File: config.mk
export PLATFORM = sky130hd
export DESIGN_NAME = top_k_ranking_list_unit
export DESIGN_NICKNAME = d
export VERILOG_FILES = /design/src/design/tkrl_pkg.sv /design/src/design/top_k_ranking_list_unit.sv /design/src/design/tkrl_cell.sv
export SDC_FILE = /design/constraint.sdc
export NUM_CORES = 2
export LEC_CHECK = 0
export ABC_CLOCK_PERIOD_IN_PS = 9700
export BUFFER_PORTS_ARGS = -buffer_cell sky130_fd_sc_hd__buf_4
export CAP_MARGIN = 20
export CORE_ASPECT_RATIO = 0.5
export CORE_UTILIZATION = 40
export DETAILED_ROUTE_END_ITERATION = 8
export PLACE_DENSITY = 0.66
export SYNTH_ARGS = -nofsm -noshare
export SYNTH_HDL_FRONTEND = slang
export SYNTH_HIERARCHICAL = 1
export SYNTH_SLANG_ARGS = --single-unit
export TNS_END_PERCENT = 100
File: constraint.sdc
create_clock -name aclk -period 9.7 [get_ports aclk]
set_input_delay 0.485 -clock aclk [delete_from_list [all_inputs] [get_ports aclk]]
set_output_delay 0.485 -clock aclk [all_outputs]
set_load 0.1 [all_outputs]
File: src/design/tkrl_pkg.sv
// Types and constants shared by the ranking list unit.
`default_nettype none

package tkrl_pkg;

    localparam int KEY_W              = 32;
    localparam int SCORE_W            = 32;
    localparam int SLOT_FIELD_W       = 2;
    localparam int RANK_FIELD_W       = 4;
    localparam int DEF_LIST_DEPTH     = 10;
    localparam int DEF_ACTIVITY_SLOTS = 4;
    localparam int S_TDATA_W          = 72;
    localparam int M_TDATA_W          = 72;
    localparam int S_TUSER_W          = 1;
    localparam int M_TUSER_W          = 1;
    localparam int M_FIELDS_W         = SLOT_FIELD_W + RANK_FIELD_W + KEY_W + SCORE_W;

    localparam logic KIND_UPDATE = 1'b0;
    localparam logic KIND_CLEAR  = 1'b1;

    typedef struct packed {
        logic [KEY_W-1:0]   key;
        logic [SCORE_W-1:0] score;
    } entry_t;

    // Command from the controller to every cell of the row.
    typedef struct packed {
        logic load;
        logic shift;
    } cell_ctrl_t;

    // Compare results a cell shows to its neighbours.
    typedef struct packed {
        logic match;
        logic ge;
        logic lt;
    } cell_flags_t;

    typedef enum logic [1:0] {
        ST_IDLE,
        ST_UPDATE,
        ST_EMIT
    } state_t;

endpackage

`default_nettype wire

File: src/design/top_k_ranking_list_unit.sv
// A transaction is taken in the idle state, the list is rebuilt in the update state, and the
// first result shows in the emit state; results then leave one per cycle while m_tready is
// high, rank 0 first. An item gives n results (n up to LIST_DEPTH, 1 for a clear, 0 for a
// dropped update), shifted out through the cell row; no new item is taken until the last leaves.
// Reset clears every slot's list length at once; stored entries need no clearing pass.
`default_nettype none

module top_k_ranking_list_unit
    import tkrl_pkg::*;
#(
    parameter int LIST_DEPTH     = DEF_LIST_DEPTH,
    parameter int ACTIVITY_SLOTS = DEF_ACTIVITY_SLOTS
) (
    input  wire logic                 aclk,
    input  wire logic                 aresetn,
    input  wire logic                 s_tvalid,
    output logic                      s_tready,
    input  wire logic [S_TDATA_W-1:0] s_tdata,  // activity_slot, resource_key, score_value
    input  wire logic [S_TUSER_W-1:0] s_tuser,  // kind
    output logic                      m_tvalid,
    input  wire logic                 m_tready,
    output logic [M_TDATA_W-1:0]      m_tdata,  // out_slot, rank, out_key, out_score
    output logic [M_TUSER_W-1:0]      m_tuser,  // entry_valid
    output logic                      m_tlast
);

    localparam int SLOT_W = (ACTIVITY_SLOTS > 1) ? $clog2(ACTIVITY_SLOTS) : 1;
    localparam int LEN_W  = $clog2(LIST_DEPTH + 1);
    localparam int RANK_W = $clog2(LIST_DEPTH);

    state_t state_reg, state_next;

    logic                    kind_reg;
    logic [SLOT_FIELD_W-1:0] slot_reg;
    logic [SLOT_W-1:0]       slot_idx_reg;
    entry_t                  item_reg;

    logic [LEN_W-1:0]  len_reg [ACTIVITY_SLOTS];
    logic [LEN_W-1:0]  emit_len_reg, emit_len_next;
    logic [RANK_W-1:0] rank_reg, rank_next;
    logic              clear_reg, clear_next;

    logic             len_we;
    logic [LEN_W-1:0] len_wdata;
    cell_ctrl_t       cell_ctrl;

    entry_t      cur_w   [LIST_DEPTH];
    entry_t      sh_w    [LIST_DEPTH];
    cell_flags_t flags_w [LIST_DEPTH];
    logic [LIST_DEPTH-1:0] valid_w;
    logic [LIST_DEPTH-1:0] match_w;
    logic [LIST_DEPTH-1:0] mb_w;

    logic [4:0]         slot_wide;
    logic               in_range;
    logic               in_take;
    logic               out_take;
    logic               is_last;
    logic [LEN_W-1:0]   len_cur;
    logic               full;
    logic               any_match;
    logic [SCORE_W-1:0] threshold;
    logic               drop;
    logic [LEN_W-1:0]   new_len;

    assign slot_wide = {3'b000, s_tdata[SLOT_FIELD_W-1:0]};
    assign in_range  = slot_wide < 5'(ACTIVITY_SLOTS);
    assign in_take   = s_tvalid && s_tready;
    assign out_take  = m_tvalid && m_tready;

    assign len_cur   = len_reg[slot_idx_reg];
    assign full      = len_cur == LEN_W'(LIST_DEPTH);
    assign any_match = |match_w;
    assign threshold = full ? cur_w[LIST_DEPTH-1].score : '0;
    assign drop      = item_reg.score <= threshold;
    assign new_len   = (any_match || full) ? len_cur : len_cur + LEN_W'(1);
    assign is_last   = clear_reg || ((LEN_W'(rank_reg) + LEN_W'(1)) == emit_len_reg);

    // Cell row
    genvar g;
    generate
        for (g = 0; g < LIST_DEPTH; g++) begin : g_cell
            entry_t      left_entry, right_entry, right_sh;
            cell_flags_t left_flags, right_flags;
            logic        mb_left;

            assign valid_w[g] = LEN_W'(g) < len_cur;
            assign match_w[g] = flags_w[g].match;
            // match found at this rank or above
            assign mb_w[g]    = |match_w[g:0];

            if (g == 0) begin : g_first
                assign left_entry = '0;
                assign left_flags = '{match: 1'b0, ge: 1'b1, lt: 1'b1};
                assign mb_left    = 1'b0;
            end else begin : g_inner
                assign left_entry = cur_w[g-1];
                assign left_flags = flags_w[g-1];
                assign mb_left    = mb_w[g-1];
            end

            if (g == LIST_DEPTH - 1) begin : g_tail
                assign right_entry = '0;
                assign right_flags = '0;
                assign right_sh    = '0;
            end else begin : g_body
                assign right_entry = cur_w[g+1];
                assign right_flags = flags_w[g+1];
                assign right_sh    = sh_w[g+1];
            end

            tkrl_cell #(
                .SLOTS  (ACTIVITY_SLOTS),
                .SLOT_W (SLOT_W)
            ) u_cell (
                .aclk        (aclk),
                .ctrl        (cell_ctrl),
                .slot_idx    (slot_idx_reg),
                .new_entry   (item_reg),
                .valid       (valid_w[g]),
                .mb_self     (mb_w[g]),
                .mb_left     (mb_left),
                .left_entry  (left_entry),
                .left_flags  (left_flags),
                .right_entry (right_entry),
                .right_flags (right_flags),
                .right_sh    (right_sh),
                .cur         (cur_w[g]),
                .flags       (flags_w[g]),
                .sh          (sh_w[g])
            );
        end
    endgenerate

    // Controller
    always_comb begin
        state_next    = state_reg;
        rank_next     = rank_reg;
        emit_len_next = emit_len_reg;
        clear_next    = clear_reg;
        len_we        = 1'b0;
        len_wdata     = '0;
        cell_ctrl     = '0;
        s_tready      = 1'b0;
        m_tvalid      = 1'b0;
        case (state_reg)
            ST_IDLE: begin
                s_tready = 1'b1;
                if (in_take && in_range) begin
                    state_next = ST_UPDATE;
                end
            end
            ST_UPDATE: begin
                rank_next = '0;
                if (kind_reg == KIND_CLEAR) begin
                    len_we        = 1'b1;
                    len_wdata     = '0;
                    emit_len_next = LEN_W'(1);
                    clear_next    = 1'b1;
                    state_next    = ST_EMIT;
                end else if (drop) begin
                    state_next = ST_IDLE;
                end else begin
                    cell_ctrl.load = 1'b1;
                    len_we         = 1'b1;
                    len_wdata      = new_len;
                    emit_len_next  = new_len;
                    clear_next     = 1'b0;
                    state_next     = ST_EMIT;
                end
            end
            ST_EMIT: begin
                m_tvalid = 1'b1;
                if (out_take) begin
                    if (is_last) begin
                        state_next = ST_IDLE;
                    end else begin
                        rank_next       = rank_reg + RANK_W'(1);
                        cell_ctrl.shift = 1'b1;
                    end
                end
            end
            default: begin
                state_next = ST_IDLE;
            end
        endcase
    end

    always_ff @(posedge aclk) begin
        if (!aresetn) begin
            state_reg    <= ST_IDLE;
            rank_reg     <= '0;
            emit_len_reg <= '0;
            clear_reg    <= 1'b0;
        end else begin
            state_reg    <= state_next;
            rank_reg     <= rank_next;
            emit_len_reg <= emit_len_next;
            clear_reg    <= clear_next;
        end
    end

    always_ff @(posedge aclk) begin
        if (!aresetn) begin
            for (int i = 0; i < ACTIVITY_SLOTS; i++) begin
                len_reg[i] <= '0;
            end
        end else if (len_we) begin
            len_reg[slot_idx_reg] <= len_wdata;
        end
    end

    // Hold the accepted transaction for the update cycle and the emission
    always_ff @(posedge aclk) begin
        if (in_take) begin
            kind_reg       <= s_tuser[0];
            slot_reg       <= s_tdata[SLOT_FIELD_W-1:0];
            slot_idx_reg   <= SLOT_W'(slot_wide);
            item_reg.key   <= s_tdata[SLOT_FIELD_W +: KEY_W];
            item_reg.score <= s_tdata[SLOT_FIELD_W + KEY_W +: SCORE_W];
        end
    end

    // Cell 0's shift stage is the output register
    always_comb begin
        m_tdata = {
            (M_TDATA_W - M_FIELDS_W)'(0),
            clear_reg ? {SCORE_W{1'b0}} : sh_w[0].score,
            clear_reg ? {KEY_W{1'b0}}   : sh_w[0].key,
            RANK_FIELD_W'(rank_reg),
            slot_reg
        };
        m_tuser = M_TUSER_W'(!clear_reg);
        m_tlast = is_last;
    end

endmodule

`default_nettype wire

File: src/design/tkrl_cell.sv
// One rank position of the list: stored entries for every slot plus a shift-out stage.
`default_nettype none

module tkrl_cell
    import tkrl_pkg::*;
#(
    parameter int SLOTS  = DEF_ACTIVITY_SLOTS,
    parameter int SLOT_W = 2
) (
    input  wire logic              aclk,
    input  wire cell_ctrl_t        ctrl,
    input  wire logic [SLOT_W-1:0] slot_idx,
    input  wire entry_t            new_entry,
    input  wire logic              valid,
    input  wire logic              mb_self,
    input  wire logic              mb_left,
    input  wire entry_t            left_entry,
    input  wire cell_flags_t       left_flags,
    input  wire entry_t            right_entry,
    input  wire cell_flags_t       right_flags,
    input  wire entry_t            right_sh,
    output entry_t                 cur,
    output cell_flags_t            flags,
    output entry_t                 sh
);

    entry_t entries_reg [SLOTS];
    entry_t sh_reg;
    entry_t entry_next;

    assign cur = entries_reg[slot_idx];
    assign sh  = sh_reg;

    always_comb begin
        flags.match = valid && (cur.key == new_entry.key);
        flags.ge    = valid && (cur.score >= new_entry.score);
        // compacted list entry at this rank still outranks the new score
        flags.lt    = mb_self ? right_flags.ge : flags.ge;
    end

    always_comb begin
        if (flags.lt) begin
            entry_next = mb_self ? right_entry : cur;
        end else if (left_flags.lt) begin
            entry_next = new_entry;
        end else begin
            entry_next = mb_left ? cur : left_entry;
        end
    end

    always_ff @(posedge aclk) begin
        if (ctrl.load) begin
            entries_reg[slot_idx] <= entry_next;
            sh_reg                <= entry_next;
        end else if (ctrl.shift) begin
            sh_reg <= right_sh;
        end
    end

endmodule

`default_nettype wire

Word-level counts from Yosys, hierarchy flattened
Memory sizes are Yosys's and may differ from the RTL's. A register that Yosys moved wholly into a read port is not among the register bits.
Index checks and enable logic that the tools add are counted.
{"block": "op_classes", "eq_ne": 19, "mul": 0, "order_cmp": 22, "n_mux": 109, "shift": 0, "div": 0, "addsub": 2, "n_reduce_logical": 42, "bitwise": 0}
{"cell": "two-way mux 64 bit", "n": 49}
{"cell": "== test 32 bit", "n": 10}
{"cell": "greater-or-equal comparator 32 bit", "n": 10}
{"cell": "two-way mux 32 bit", "n": 3}
{"cell": "two-way mux 4 bit", "n": 9}
{"cell": "two-way mux 2 bit", "n": 17}
{"cell": "<= comparator 32 bit", "n": 1}
{"cell": "two-way mux 1 bit", "n": 29}
{"cell": "logical AND 1 bit", "n": 23}
{"cell": "less-than comparator 3 x 4 -> 1 bit (first input constant)", "n": 4}
{"cell": "!= test 2 bit (second input constant)", "n": 5}
{"cell": "OR reduction 10 bit", "n": 1}
{"cell": "OR reduction 9 bit", "n": 1}
{"cell": "adder 4 x 1 -> 4 bit (second input constant)", "n": 2}
{"cell": "less-than comparator 1 x 4 -> 1 bit (first input constant)", "n": 2}
{"cell": "less-than comparator 2 x 4 -> 1 bit (first input constant)", "n": 2}
{"cell": "less-than comparator 4 bit (first input constant)", "n": 2}
{"cell": "one-hot mux 4 bit (2 select lines)", "n": 1}
{"cell": "OR reduction 4 bit", "n": 2}
{"cell": "OR reduction 8 bit", "n": 1}
{"cell": "OR reduction 7 bit", "n": 1}
{"cell": "one-hot mux 2 bit (3 select lines)", "n": 1}
{"cell": "AND reduction 3 bit", "n": 2}
{"cell": "OR reduction 6 bit", "n": 1}
{"cell": "13 further kinds", "n": 15}
{"block": "totals", "ff_bits": 718, "n_memories": 11, "latch_bits": 0, "mem_bits_ro": 0, "in_bits": 77, "mem_bits_rw": 2576, "wordCells": 233}
{"memory": "g_cell[0].u_cell.entries_reg", "words": 4, "width": 64, "rd": 1, "rd_clocked_by_memory_dff": 1, "wr": 1, "line": "tkrl_cell.sv:27", "rtl": "entry_t entries_reg [SLOTS];"}
{"memory": "g_cell[1].u_cell.entries_reg", "words": 4, "width": 64, "rd": 1, "rd_clocked_by_memory_dff": 1, "wr": 1, "line": "tkrl_cell.sv:27"}
{"memory": "g_cell[2].u_cell.entries_reg", "words": 4, "width": 64, "rd": 1, "rd_clocked_by_memory_dff": 1, "wr": 1, "line": "tkrl_cell.sv:27"}
{"memory": "g_cell[3].u_cell.entries_reg", "words": 4, "width": 64, "rd": 1, "rd_clocked_by_memory_dff": 1, "wr": 1, "line": "tkrl_cell.sv:27"}
{"memory": "g_cell[4].u_cell.entries_reg", "words": 4, "width": 64, "rd": 1, "rd_clocked_by_memory_dff": 1, "wr": 1, "line": "tkrl_cell.sv:27"}
{"memory": "g_cell[5].u_cell.entries_reg", "words": 4, "width": 64, "rd": 1, "rd_clocked_by_memory_dff": 1, "wr": 1, "line": "tkrl_cell.sv:27"}
{"memory": "+5 memories"}

Depth between registers and ports, before layout
{"block": "logic_depth", "word_depth": 11, "depth_mapped": 24, "ltp_nobuf": 19}

Modules after synthesis
Netlist, hierarchy kept.
{"module": "tkrl_cell (g_cell[0].u_cell ...)", "cells_per_inst": 1078, "instances": 3, "area_per_inst_um2": 16136.7, "seq_area_each_um2": 9609.2}
{"module": "tkrl_cell (g_cell[8].u_cell ...)", "cells_per_inst": 1341, "instances": 2, "area_per_inst_um2": 16813.6, "seq_area_each_um2": 9609.2}
{"module": "tkrl_cell (g_cell[4].u_cell ...)", "cells_per_inst": 1081, "instances": 2, "area_per_inst_um2": 16214.3, "seq_area_each_um2": 9609.2}
{"module": "tkrl_cell (g_cell[3].u_cell ...)", "cells_per_inst": 1078, "instances": 2, "area_per_inst_um2": 16159.2, "seq_area_each_um2": 9609.2}
{"module": "tkrl_cell (g_cell[6].u_cell)", "cells_per_inst": 1214, "instances": 1, "area_per_inst_um2": 16664.7, "seq_area_each_um2": 9609.2}
{"module": "top_k_ranking_list_unit", "cells_per_inst": 430, "instances": 1, "area_per_inst_um2": 4967.3, "seq_area_each_um2": 2752.6}

Least setup slack after synthesis
Ideal clock, no wire load.
{"block": "synth_path", "path_type": "flip-flop to flip-flop", "start": "register slot_idx_reg[1]", "end": "memory g_cell[6].u_cell/entries_reg[0][0] in the netlist's numbering, enable pin", "slack_ns": -0.311, "synth_period_minus_slack_ns": 10.011, "stages_incl_launch_ff": 15, "arrival_ns": 9.433, "n_path_buf": 5, "required_ns": 9.122, "cell_sequence": "edfxtp_1 -> clkbuf_1 -> buf_1 -> buf_2 -> mux4_2 -> nand2_1 -> ha_1 -> nand4_2 -> nor4_2 -> nand2b_1 -> a311o_1 -> nand2_1 -> clkbuf_1 -> clkbuf_1 -> nor3b_1"}
{"element": "start: declaration", "line": "top_k_ranking_list_unit.sv:35", "rtl": "logic [SLOT_W-1:0] slot_idx_reg;"}
{"element": "start signal: assignment", "line": "top_k_ranking_list_unit.sv:218", "rtl": "slot_idx_reg <= SLOT_W'(slot_wide);"}
{"element": "end: declaration", "line": "tkrl_cell.sv:27"}
No word-level cell before the write port.

==> results.sh <==
export IMPL_status="finished with violations"
export IMPL_violations="slew limit"
export IMPL_critical_path_buf_inv_count=6
export IMPL_critPathLaunchType="flip-flop"
export IMPL_die_area_um2=424000
export IMPL_fmax_ghz=0.128
export IMPL_drc_errors=0
export IMPL_fin_nets=12500
export IMPL_p_per_area_nw_per_um2=196
export IMPL_clock_sinks=3296
export IMPL_initial_utilization=0.402
export IMPL_rsz0062_at_grt="false"
export IMPL_syn_cell_area_um2=168000
export IMPL_worstPathMaxFanout=126
export IMPL_dr_total_vias=106000
export IMPL_crit_type="flip-flop to flip-flop"
export IMPL_switching_power_mw=10.4
export IMPL_grt_pass1_vias=102000
export IMPL_rows=168
export IMPL_ant_nets=0
export IMPL_core_area_um2=419000
export IMPL_min_path_cells=2
export IMPL_fin_crit_sh=0.808
export IMPL_area_delta_synth_final_pct=11.4
export IMPL_cp_arrival_ps=8430
export IMPL_end_kind="flip-flop"
export IMPL_largest_reg_flops=2560
export IMPL_die_h_um=461
export IMPL_finalSetupTns_ps=0
export IMPL_p_seq_frac=0.467
export IMPL_drive_gt1_frac=0.152
export IMPL_skew_ps=61.1
export IMPL_post_place_ws_ps=1950
export IMPL_synth_area_per_cell_um2=14.2
export IMPL_maxCapViolations=0
export IMPL_grt_start_max_net_pins=165
export IMPL_ff2ff_path_depth=22
export IMPL_cp_slowest_stage_delay_ps=1110
export IMPL_hold_violations=0
export IMPL_ctsResizeCount=0
export IMPL_drt_first_pass_iters=6
export IMPL_cp_num_cells=22
export IMPL_hold_path_class="input pin to flip-flop"
export IMPL_yosysWarnings=6
export IMPL_fin_ws_ps=1860
export IMPL_power_leakage_nw=61.7
export IMPL_hpwl_um=324000
export IMPL_cp_required_ps=10280
export IMPL_power_frac_comb=0.189
export IMPL_grt_pass1_wl_um=684000
export IMPL_wirelength_um=468000
export IMPL_crit_top_cell="buf_4"
export IMPL_clockRootBuffer="clkbuf_16"
export IMPL_max_slew_worst_pin_slew_ps=4490
export IMPL_clock_latency_ps=900
export IMPL_drv_slew=130
export IMPL_path_cells="buf_4, buf_4, mux4_2, xor2_1, nor4_1, nand4_1, nor4_1, nor4_2, buf_4, nand3b_1, buf_4, nor2b_1, nand3_1, a31o_2, and3_2, clkinv_2, buf_12, a21oi_1, a22o_1, nand2_1, o31ai_1, o22ai_1"
export IMPL_internal_power_mw=26.4
export IMPL_place_gp_congestion=0.872
export IMPL_post_cts_buffers=0
export IMPL_clk_pin_slew_worst_paths_ps=60
export IMPL_via_per_inst=5.91
export IMPL_cp_top_family="simple AND/OR/NAND/NOR gates"
export IMPL_io_pins=153
export IMPL_grt_total_usage=0.213
export IMPL_slew_headroom=-1.99
export IMPL_cts_buffer_depth=4
export IMPL_die_w_um=920
export IMPL_drtIter0Drc=12800
export IMPL_gr_total_overflow=0
export IMPL_crit_path_top_delay_cell="edfxtp_1"
export IMPL_clockPowerShare=0.344
export IMPL_swShare=0.281
export IMPL_synthCells=11900
export IMPL_worst_hold_slack_ps=315
export IMPL_numCtsBuffers=327
export IMPL_finalCriticalPeriod_ps=7840
export IMPL_antenna_found_initial=8
export IMPL_numPortBuffers=144
export IMPL_h_tree_depth=5
export IMPL_wl_per_cell_um=26.1
export IMPL_peakVddDrop_mv=0.150
export IMPL_setup_violations=0
export IMPL_cts_tree="done"
[per-stage QoR]
stage          instances  total power [mW]   util  cell area [µm²]
6_report           18000              36.8  0.448           188000
5_1_grt            17900              38.0  0.448           188000
3_3_place_gp       17300              24.0  0.421           176000
3_5_place_dp       17300              24.2  0.421           176000
4_1_cts            17900              36.8  0.447           187000
2_1_floorplan      12100              22.2      -           169000
[layer usage]
metal  part of all wire  GRT usage  vias to the layer above
met3               0.11     0.0431                      592
met4              0.026     0.0549                       12
met5            0.00019          0                        -
li1                   -          -                    46700
met2               0.41      0.300                     5564
met1               0.45      0.332                    53300
[placed cells by master, fill, tap and decap left out, drive strengths merged, types with 125 or more instances in the layout]
cell type	count
mux2i	1481
o21ai	191
a21oi	852
inv	619
clkinv	125
conb	198
mux4	643
o22ai	128
clkbuf	401
o31ai	142
buf	449
edfxtp	3283
nand2	568
nor2	504
nand2b	474
a31oi	146
o221ai	512
mux2	132
ha	356
xnor2	236
[timing repair]
item                                    CTS  global route
hold buffers                             71             0
hold endpoints to repair                 72             0
endpoints found under the setup margin    0             0
[final cells by class]
type,instances,area [µm²]
Tap cell,5610,7020
Clock inverter,180,1700
Inverter,614,2310
Antenna cell,5,12.5
Multi-Input combinational cell,7325,64100
Sequential cell,3296,98800
Fill cell,36500,231000
Timing Repair Buffer,520,4810
Clock buffer,401,8750
[power by group through the flow]
| stage | combinational, mW | sequential [mW] | clock (mW) |
|---|---|---|---|
| finish | 6.94 | 17.2 | 12.7 |
| global route | 7.48 | 17.2 | 13.3 |
| CTS | 6.81 | 17.2 | 12.8 |
| detailed placement | 6.75 | 17.5 | 0 |
| global placement | 6.53 | 17.5 | 0 |
| floorplan | 4.73 | 17.5 | 0 |
[worst paths after layout]
kind                                start                           endpoint  slack [ps]
max reg2reg     slot_idx_reg[1]$_DFFE_PP_  g_cell[9].u_cell/sh[46]$_DFFE_PP_        1860
min                           s_tdata[30]             item_reg[60]$_DFFE_PP_         320
max             slot_idx_reg[1]$_DFFE_PP_  g_cell[9].u_cell/sh[46]$_DFFE_PP_        1860
min reg2reg  emit_len_reg[2]$_SDFFE_PN0P_       emit_len_reg[2]$_SDFFE_PN0P_         490
[worst reg2reg max path, delay by kind of cell, from the launching register on]
family                 cells  cell delay [ps]
AO/OA/AOI/OAI              5             1010
XOR/XNOR                   1              190
buffers and inverters      6             1790
flip-flops                 1             1110
multiplexers               1              440
AND/OR/NAND/NOR            9             2990
Note: power is estimated with default switching activity, not from simulation.
